--- src/design/euler_to_quaternion_assert.svh ---
// assertion macros used by the quaternion stage of the conversion pipeline
`ifndef EULER_TO_QUATERNION_ASSERT_SVH
`define EULER_TO_QUATERNION_ASSERT_SVH

`ifndef ASSERT_OFF
// condition must hold at every clock edge out of reset
`define E2Q_ASSERT_ALWAYS(lbl, cond) \
    lbl: assert property (@(posedge clk) disable iff (!rst_n) (cond)) \
        else $error("assertion failed");
// when pre holds, post must hold at the next clock edge
`define E2Q_ASSERT_NEXT(lbl, pre, post) \
    lbl: assert property (@(posedge clk) disable iff (!rst_n) (pre) |=> (post)) \
        else $error("assertion failed");
`else
`define E2Q_ASSERT_ALWAYS(lbl, cond)
`define E2Q_ASSERT_NEXT(lbl, pre, post)
`endif

`endif

--- src/design/e2q_pkg.sv ---
package e2q_pkg;

    localparam int ANGLE_BITS_DEF   = 16;
    localparam int OUT_BITS_DEF     = 16;
    localparam int CORDIC_STEPS_DEF = 16;

    // cordic datapath widths: q2.30 values and 32-bit half angles with headroom
    localparam int XW = 34;
    localparam int ZW = 33;

    typedef logic signed [XW-1:0] cval_t;
    typedef logic signed [ZW-1:0] zval_t;

    // start value: cordic gain compensation in q2.30
    localparam cval_t CORDIC_START = 34'sd652032874;

    // lanes: 0 heading, 1 pitch, 2 bank
    typedef struct packed {
        logic              action;
        logic [2:0][XW-1:0] x;
        logic [2:0][XW-1:0] y;
        logic [2:0][ZW-1:0] z;
    } cordic_t;

    // atan(2^-i) as a 32-bit binary angle
    function automatic logic [31:0] atan_ang(input int i);
        logic [31:0] r;
        case (i)
            0:  r = 32'h20000000;
            1:  r = 32'h12E4051E;
            2:  r = 32'h09FB385B;
            3:  r = 32'h051111D4;
            4:  r = 32'h028B0D43;
            5:  r = 32'h0145D7E1;
            6:  r = 32'h00A2F61E;
            7:  r = 32'h00517C55;
            8:  r = 32'h0028BE53;
            9:  r = 32'h00145F2F;
            10: r = 32'h000A2F98;
            11: r = 32'h000517CC;
            12: r = 32'h00028BE6;
            13: r = 32'h000145F3;
            14: r = 32'h0000A2FA;
            15: r = 32'h0000517D;
            16: r = 32'h000028BE;
            17: r = 32'h0000145F;
            18: r = 32'h00000A30;
            19: r = 32'h00000518;
            20: r = 32'h0000028C;
            21: r = 32'h00000146;
            22: r = 32'h000000A3;
            23: r = 32'h00000051;
            24: r = 32'h00000029;
            25: r = 32'h00000014;
            26: r = 32'h0000000A;
            27: r = 32'h00000005;
            28: r = 32'h00000003;
            29: r = 32'h00000001;
            30: r = 32'h00000001;
            default: r = 32'h00000000;
        endcase
        return r;
    endfunction

endpackage

--- src/design/e2q_cordic_cell.sv ---
module e2q_cordic_cell
    import e2q_pkg::*;
#(
    parameter int STEP = 0
)
(
    input  logic    clk,
    input  logic    rst_n,
    input  logic    in_valid,
    output logic    in_ready,
    input  cordic_t in_data,
    output logic    out_valid,
    input  logic    out_ready,
    output cordic_t out_data
);

    localparam zval_t ATAN = zval_t'({1'b0, atan_ang(STEP)});

    logic    valid_reg;
    cordic_t data_reg;
    cordic_t data_next;

    // stage moves when empty or when the next cell takes its beat
    assign in_ready  = !valid_reg || out_ready;
    assign out_valid = valid_reg;
    assign out_data  = data_reg;

    // one rotation step on each of the three lanes
    always_comb
    begin
        cval_t xi;
        cval_t yi;
        zval_t zi;
        data_next        = in_data;
        for (int i = 0; i < 3; i++)
        begin
            xi = $signed(in_data.x[i]);
            yi = $signed(in_data.y[i]);
            zi = $signed(in_data.z[i]);
            if (!zi[ZW-1])
            begin
                data_next.x[i] = xi - (yi >>> STEP);
                data_next.y[i] = yi + (xi >>> STEP);
                data_next.z[i] = zi - ATAN;
            end
            else
            begin
                data_next.x[i] = xi + (yi >>> STEP);
                data_next.y[i] = yi - (xi >>> STEP);
                data_next.z[i] = zi + ATAN;
            end
        end
    end

    always_ff @(posedge clk or negedge rst_n)
    begin
        if (!rst_n)
        begin
            valid_reg <= 1'b0;
        end
        else if (in_ready)
        begin
            valid_reg <= in_valid;
        end
    end

    always_ff @(posedge clk)
    begin
        if (in_ready && in_valid)
        begin
            data_reg <= data_next;
        end
    end

endmodule

--- config.mk ---
export PLATFORM = sky130hd
export DESIGN_NAME = e2q_cordic_cell
export DESIGN_NICKNAME = d
export VERILOG_FILES = /design/src/design/euler_to_quaternion_assert.svh /design/src/design/e2q_pkg.sv /design/src/design/e2q_cordic_cell.sv
export SDC_FILE = /design/constraint.sdc
export NUM_CORES = 1
export LEC_CHECK = 0
export ABC_AREA = 1
export BUFFER_PORTS_ARGS = -buffer_cell sky130_fd_sc_hd__clkbuf_2
export CORE_ASPECT_RATIO = 1.25
export CORE_MARGIN = 4
export CORE_UTILIZATION = 40
export DETAILED_ROUTE_END_ITERATION = 8
export SYNTH_ARGS = -nofsm -noshare
export SYNTH_HDL_FRONTEND = slang
export SYNTH_SLANG_ARGS = --single-unit
--- constraint.sdc ---
create_clock -name clk -period 46.3 [get_ports clk]
set_input_delay 9.26 -clock clk [delete_from_list [all_inputs] [get_ports clk]]
set_output_delay 9.26 -clock clk [all_outputs]
set_load 0.005 [all_outputs]
==> results of run 1 <==
==> power by group <==
part	switching, mW	internal (mW)
sequential	0.00843	0.335
clock	0.125	0.173
combinational	0.248	0.113
==> metal layers <==
layer	routed length [µm]	part of all wire (%)	track usage, %
met1	49600	40	35.0
met2	60300	49	51.8
met3	8320	6.7	4.61
met4	5190	4.2	10.9
met5	13	0.011	0
==> area by class of cell <==
type | count | area (µm²) | share of cell area (%)
multi-input combinational | 3461 | 18600 | 52.3
sequential | 302 | 9060 | 25.4
timing repair buffer | 622 | 3150 | 8.83
inverter | 624 | 2340 | 6.57
tap | 977 | 1220 | 3.43
clock buffer | 43 | 927 | 2.60
clock inverter | 19 | 287 | 0.804
antenna | 8 | 20.0 | 0.0562
==> cell usage after synthesis, drive strengths merged <==
cell / n
a211oi: 3
a21boi: 3
a21o: 37
a21oi: 389
a31oi: 9
and2: 4
buf: 102
clkbuf: 28
clkinv: 2
dfrtp: 1
edfxtp: 301
fa: 12
ha: 303
inv: 622
mux2i: 1
nand2: 1243
nand3: 444
nand3b: 7
nand4: 29
nor2: 440
nor3: 49
nor3b: 1
nor4: 8
o211ai: 20
o21a: 5
o21ai: 292
o21bai: 30
o22ai: 14
o31ai: 14
or2: 24
xnor2: 1
xor2: 79
==> kinds of logic (layout without fill, tap and decap cells) <==
| group | after synthesis | after routing | synth area share, % |
|---|---|---|---|
| and+or+nand+nor | 2249 | 2249 | 30.7 |
| DFF | 302 | 302 | 29.4 |
| xor gates and xnor gates | 80 | 80 | 2.28 |
| adders and majority gates | 315 | 315 | 13.1 |
| muxes | 1 | 1 | 0.0325 |
| buffers and inverters | 754 | 1308 | 10.1 |
| other | 0 | 8 | 0 |
| AOI/OAI and AO/OA | 816 | 816 | 14.4 |
==> per-stage QoR <==
stage | worst slack [ns] | util (%)
2_1_floorplan | 21.51 | -
3_3_place_gp | 27.39 | 45.1
3_5_place_dp | 27.42 | 45.1
4_1_cts | 27.42 | 46.7
5_1_grt | 27.38 | 46.8
6_report | 27.41 | 46.8
==> sequential cells by signal, indices dropped and copies added (netlist names) <==
register   cells
out_data     301
out_valid      1
==> worst paths after layout <==
path	from	endpoint	slack [ns]	depth (start not counted)
min in group asynchronous	rst_n	out_valid	8.44	1
max	out_ready	in_ready	27.41	4
max in group asynchronous	rst_n	out_valid	37.78	1
min	out_valid	out_valid	0.59	2
min reg2reg	out_valid	out_valid	0.59	2
max reg2reg	out_valid	out_data[165]	43.23	3
==> critical path: stages <==
cell and delay [ns]:
clkbuf_2 0.08, inv_1 0.10, nand2_1 0.08, clkbuf_2 0.11
==> cell usage in the layout, fill, tap and decap left out, drive strengths merged <==
cell and count:
mux2i 1, diode 8, ha 303, o21a 5, xor2 79, clkbuf 656
a31oi 9, or2 24, and2 4, o21ai 292, o21bai 30, nor3 49
fa 12, nor3b 1, buf 9, a21o 37, nand4 29, nor4 8
clkinvlp 3, inv 626, nand2 1243, a21boi 3, edfxtp 301, a211oi 3
xnor2 1, bufinv 5, nand3 444, o22ai 14, a21oi 389, o211ai 20
clkinv 9, o31ai 14, dfrtp 1, nor2 440, nand3b 7
==> reports/qor.txt, run 1 <==
Maximum vdd drop: 0.0239 mV
Cells after Synth: 4,517
Core box area: 76,200 µm²
Min Tclk post-route: 18.89 ns
Worst Setup End Kind: primary output
Die height: 318 µm
Die Width: 256 µm
First DRT Iteration DRCs: 2,498
Yosys top cell area share: 29.4%
Residual DRC: 0
Row Count: 113
Share of cells above drive strength 1: 15.2%
Final Slew Violations: 0
Avg WL per Cell: 20.4 µm
H-tree levels: 2
Clock transition at path regs: 0.06 ns
Nets: 5,670
Ranking of synthesized cells by area: edfxtp_1, nand2_1, ha_1
Worst Skew: 0.0173 ns
CTS Buf Count: 36
CTS sink count: 302
Antenna viol nets, final: 0
RSZ-0062 raised after global routing: no
Largest net degree at the start of global routing: 142
DP Wirelength: 105,000 µm
Drt first pass iters: 5
Power per Cell Area: 28.1 nW/µm²
Ys Warns: 0
Die area: 81,500 µm²
Final setup fails: 0
Routability cong.: 1.01
Post-synthesis sequential area ratio: 29.4%
Max-slew headroom: 32.6%
Vias per Instance: 5.32
Crit start category: primary input
Vias post-DR: 32,200
Initial antenna violation count: 9
Worst-Margin Slew: 1.01 ns
Cell area after layout: 35,600 µm²
I/O Buffers: 613
Min-Delay Path Class: reg2reg
Synth area leader: edfxtp_1
Setup TNS Final: 0 ns
Initial Util: 40.4%
Fin Hold WS: 0.588 ns
GRT overflow: 0
Global Route Usage Sum: 29.0%
Root buf cell: clkbuf_16
Total leakage power: 18.0 nW
Status: finished, final reports clean
Final hold viol count: 0
First-pass GRT wire length: 183,000 µm
Placed inst area: 34,400 µm²
Req. time, crit path: 37.04 ns
Achievable clock frequency: 0.0529 GHz
Post-CTS Hold Fix Bufs: 0
Fillers: 7,981
Placed cells: 5,986
Worst-path maximum fanout: 2
DRT Wirelength: 123,000 µm
Max Cap Viol: 0
Syn Area/Cell: 6.82 µm²
WS Path Type: in2out
CTS tree: done
Tot Pwr: 1.00 mW
Max Root-Sink Buffers: 3
# Post-CTS Setup Buffers: 0
Post-CTS sizing: 0
Vias in the first global route: 30,900
IO Count: 614
Final period utilization: 40.8%
#FFs+latches synth: 302
Cell area after synthesis: 30,800 µm²
Clk_lat worst skew: 0.58 ns
Area Overhead vs Synth: 15.7%
Non-Filler Instances: 6,056
Synthesized Nets: 5,140
Worst Path Arrival: 9.63 ns
Library cells used by synthesis: 50
Note: power is estimated with default switching activity, not from simulation.
==> inputs of run 2 (changes only) <==
clock period = 18.83 ns   (was 46.3 ns; I/O delays follow)
==> run 2 against run 1 <==
Compared with the run above:
- register-to-register slack lost 28 ns
- routed wire length grew 0.77%
- largest cell class unchanged
- combinational power grew 150%
- first-iteration DRC count grew 0.72%
- critical path type unchanged
- cell count is the same
- highest routed layer unchanged
- die area is the same
- global-route usage grew 0.075 points
- worst setup slack lost 17 ns
- clock power grew 140%
==> reports/qor.txt, run 2 (same netlist as run 1, synthesis figures left out) <==
Status: finished, final reports clean
RSZ-0062 raised after global routing: no
IO Count: 614
Max Cap Viol: 0
GRT busiest layer: met2
Die Width: 256 µm
Placed inst area: 34,400 µm²
Worst path most repeated cell: clkbuf_2
Cell-by-cell listing of the critical path: clkbuf_2 -> inv_1 -> nand2_1 -> clkbuf_2
CP bufs+invs: 3
Crit-path slowest cell: clkbuf_2
Residual DRC: 0
CTS Buf Count: 36
Non-Filler Instances: 6,056
Final hold viol count: 0
Most common cell after layout, fill and taps aside: nand2_1
Cell area after layout: 35,600 µm²
Grt met1 use: 34.8%
Worst-path maximum fanout: 2
Largest net degree at the start of global routing: 131
Row Count: 113
Core box area: 76,200 µm²
Tot Pwr: 2.44 mW
Met2 usage: 51.5%
Most frequent cells in the layout: nand2_1, clkbuf_2, inv_1
Root buf cell: clkbuf_16
Initial antenna violation count: 10
Antenna viol nets, final: 0
Worst Skew: 0.0345 ns
CTS tree: done
Worst Path Arrival: 4.18 ns
Achievable clock frequency: 0.126 GHz
Post-CTS sizing: 0
Drt first pass iters: 6
Worst Setup End Kind: primary output
Clk_lat worst skew: 0.60 ns
Min Tclk post-route: 7.95 ns
Post-CTS Hold Fix Bufs: 0
Crit path largest cell delay: 0.13 ns
Largest register FFs: 301
Share of cells above drive strength 1: 15.3%
Vias per Instance: 5.32
WS Path Type: in2out
CTS sink count: 302
Die height: 318 µm
DRT Wirelength: 124,000 µm
Vias post-DR: 32,200
Maximum vdd drop: 0.0626 mV
Final Slew Violations: 0
Req. time, crit path: 15.06 ns
Initial Util: 40.4%
Setup TNS Final: 0 ns
Clock transition at path regs: 0.06 ns
Worst-Margin Slew: 1.05 ns
Final period utilization: 42.2%
Die area: 81,500 µm²
Max Root-Sink Buffers: 3
Nets: 5,671
Area Overhead vs Synth: 15.6%
Vias in the first global route: 30,900
Total leakage power: 18.0 nW
First-pass GRT wire length: 183,000 µm
Max-slew headroom: 29.8%
I/O Buffers: 613
H-tree levels: 2
Power per Cell Area: 68.6 nW/µm²
Met3 Use GR: 4.68%
Min-Delay Path Class: reg2reg
Crit start category: primary input
Final setup fails: 0
Global Route Usage Sum: 29.0%
Placed cells: 5,987
First DRT Iteration DRCs: 2,516
Routability cong.: 1.01
GRT overflow: 0
Fin Hold WS: 0.628 ns
Avg WL per Cell: 20.5 µm
Top delay family on crit path: buffers and inverters
DP Wirelength: 105,000 µm
# Post-CTS Setup Buffers: 0
-- run 2: cell count changes in the layout (fill, tap and decap cells not counted), sizes merged --
cell	delta
bufinv	-2
clkbuf	-3
inv	+4
clkinv	+1
diode	-1
buf	+1
-- run 2: report_power, final --
part           internal [mW]  switching [mW]
Clock                  0.398           0.304
Combinational          0.278           0.613
Sequential             0.824          0.0225
-- run 2: cell type report --
type	count	area [µm²]
inverter	624	2340
clock buffer	40	916
multi-input combinational	3461	18600
clock inverter	22	244
tap	977	1220
antenna	7	17.5
timing repair buffer	623	3160
fill	7991	40600
sequential	302	9060
-- run 2: through the flow --
stage | worst slack, ns | util, %
floorplan | 5.76 | -
global route | 10.83 | 46.7
CTS | 10.88 | 46.7
global placement | 10.89 | 45.2
finish | 10.88 | 46.7
detailed placement | 10.88 | 45.2
-- run 2: final timing paths --
| path | startpoint | end | slack (ns) | depth (start not counted) |
|---|---|---|---|---|
| setup reg to reg | out_valid | out_data[165] | 15.66 | 3 |
| min in group asynchronous | rst_n | out_valid | 2.96 | 1 |
| max in group asynchronous | rst_n | out_valid | 15.78 | 1 |
| hold reg to reg | out_valid | out_valid | 0.63 | 2 |
| hold / removal | out_valid | out_valid | 0.63 | 2 |
| setup / recovery | out_ready | in_ready | 10.88 | 4 |
-- run 2: worst min-delay path: stages, from the launching register on --
cell	delay, ns
dfrtp_1	0.42
nand2_1	0.10
nand2_1	0.07
-- run 2: metal layers --
metal | routed length, µm | vias up
li1 | - | 15900
met1 | 49800 | 14800
met2 | 60500 | 1290
met3 | 8460 | 228
met4 | 5660 | 6
met5 | 42 | -
==> inputs of run 3 (changes only) <==
ABC_AREA = 0   (was 1)
clock period = 7.5 ns   (was 18.83 ns; I/O delays follow)
==> run 3 against run 2 <==
Compared with the run above:
- total power increased by 140%
- design area decreased by 13%
- non-clock buffer count unchanged
- clock power increased to 2.5 times the previous value
- sequential share of layout area increased by 3.7 points
- utilization increased by 1.3 points
- critical path depth increased by 9
- largest cell class unchanged
- largest power group is now sequential cells
==> reports/qor.txt, run 3 <==
RR Endpoint: out_data[276]
Maximum vdd drop: 0.164 mV
Initial antenna violation count: 16
Primary FF master, synth: edfxtp_1
Clock transition at path regs: 0.06 ns
GRT overflow: 0
Nets: 4,099
Power per Cell Area: 190 nW/µm²
Setup TNS Final: 0 ns
Placed inst area: 29,900 µm²
Core box area: 64,700 µm²
IO Count: 614
Avg WL per Cell: 22.9 µm
DP Worst Slack: 2.50 ns
Vias in the first global route: 23,700
Final setup fails: 0
Largest net degree at the start of global routing: 114
Worst-path maximum fanout: 4
Min-Delay Path Class: reg2reg
Worst Setup End Kind: flip-flop
H-tree levels: 2
RSZ-0062 raised after global routing: no
Number of synthesized flops with an enable pin: 301
Ys async rst share: 0.331%
Root buf cell: clkbuf_16
Share of cells above drive strength 1: 20.8%
CTS sink count: 302
First-pass GRT wire length: 146,000 µm
Row Count: 104
Final period utilization: 59.6%
Fillers: 6,349
Synthesized Nets: 3,573
Antenna viol nets, final: 0
Synth area leader: edfxtp_1
Max Cap Viol: 0
Vias post-DR: 24,500
Post-CTS sizing: 0
Fin Hold WS: 0.559 ns
Die area: 69,700 µm²
Cell area after layout: 31,100 µm²
I/O Buffers: 613
Tot Pwr: 5.91 mW
Yosys top cell area share: 34.5%
CTS tree: done
Most frequent cell after synthesis: a21oi_1
CTS Buf Count: 37
# Post-CTS Setup Buffers: 0
WS Path Type: in2reg
Cell area after synthesis: 26,200 µm²
Worst Hold Path Cells: 2
#FFs+latches synth: 302
Residual DRC: 0
Min-delay src: out_valid
Post-synthesis sequential area ratio: 34.6%
Hold Path End: out_valid
Ys Warns: 0
Multi-input gate area: 15,400 µm²
DP Wirelength: 81,000 µm
Worst Path Arrival: 4.77 ns
Total leakage power: 14.0 nW
Final setup margin: 3.03 ns
Flop-to-flop setup slack: 5.00 ns
Min Tclk post-route: 4.47 ns
Crit start category: primary input
Final hold viol count: 0
Most frequent cells in the layout: clkbuf_2, a21oi_1, ha_1
Status: finished, final reports clean
Worst Skew: 0.0157 ns
Worst-Margin Slew: 1.07 ns
Most common library cells after synthesis: a21oi_1, ha_1, edfxtp_1
Cells after Synth: 2,950
Drt first pass iters: 8
Origin of the critical flop-to-flop path: out_valid
Initial Util: 40.5%
Max-slew headroom: 28.0%
Post-CTS Hold Fix Bufs: 0
Most common cell after layout, fill and taps aside: clkbuf_2
Die height: 294 µm
Library cells used by synthesis: 87
Vias per Instance: 5.62
Syn Area/Cell: 8.88 µm²
Routability cong.: 0.977
Achievable clock frequency: 0.224 GHz
Req. time, crit path: 7.80 ns
Clk_lat worst skew: 0.56 ns
Area Overhead vs Synth: 18.6%
Global Route Usage Sum: 26.8%
DRT Wirelength: 99,600 µm
Ranking of synthesized cells by area: edfxtp_1, ha_1, a21oi_1
Final Slew Violations: 0
Max Root-Sink Buffers: 3
Die Width: 237 µm
Largest register FFs: 301
Register Area: 9060 µm²
FF-to-FF path depth: 3
First DRT Iteration DRCs: 1,976
-- run 3: logic make-up (layout without fill, tap and decap cells) --
logic type                 count (synthesis)  in the layout  share of synthesized area [%]
xor gates and xnor gates                 197            197                           6.58
DFF                                      302            302                           34.6
muxes                                     54             54                           2.07
adders and majority gates                315            315                           15.4
AOI/OAI and AO/OA                        937            937                           22.3
and+or+nand+nor                          689            689                           12.3
buffers and inverters                    456           1006                           6.74
other                                      0              9                              0
-- run 3: worst max path at each step --
stage	from	to	slack, ns	depth (start not counted)
5_1_grt	in_data[171]	out_data[297]	2.83	13
4_1_cts	in_data[99]	out_data[125]	3.11	13
3_5_place_dp	in_data[99]	out_data[125]	2.50	13
2_1_floorplan	out_ready	out_data[0]	1.71	2
6_report	in_data[99]	out_data[125]	3.03	13
3_3_place_gp	in_data[139]	out_data[268]	2.51	11
-- run 3: power by group --
group / internal (mW) / switching (mW)
Combinational: 0.726 / 1.23
Sequential: 2.11 / 0.0614
Clock: 1.04 / 0.735
Total: 3.88 / 2.03
-- run 3: metal layers --
layer / vias to the layer above / part of all wire (%) / GRT usage, %
met5: - / 0.087 / 0
met1: 11700 / 39 / 31.5
met4: 14 / 3.7 / 9.25
li1: 11600 / - / -
met2: 984 / 51 / 49.3
met3: 203 / 6.4 / 4.64
-- run 3: final cells by class --
class | count | area share, %
Timing Repair Buffer | 623 | 10.2
Clock inverter | 17 | 0.648
Sequential cell | 302 | 29.2
Inverter | 320 | 3.87
Multi-Input combinational cell | 2192 | 49.5
Tap cell | 848 | 3.42
Clock buffer | 46 | 3.16
Antenna cell | 9 | 0.0725
-- run 3: metrics by stage --
step | instances | util (%)
after floorplan | 2950 | -
after global placement | 4285 | 46.2
after detailed placement | 4285 | 46.2
after CTS | 4348 | 48.0
after global routing | 4355 | 48.0
final | 4357 | 48.0
-- run 3: critical path, cell delays in order --
cell	delay, ns
clkbuf_2	0.10
ha_1	0.27
fa_1	0.43
nor2b_1	0.17
o211ai_1	0.30
a211o_1	0.23
a21oi_2	0.10
a21oi_1	0.37
o21ai_1	0.19
a211o_1	0.35
a41oi_1	0.45
mux2i_1	0.24
nand2_1	0.06
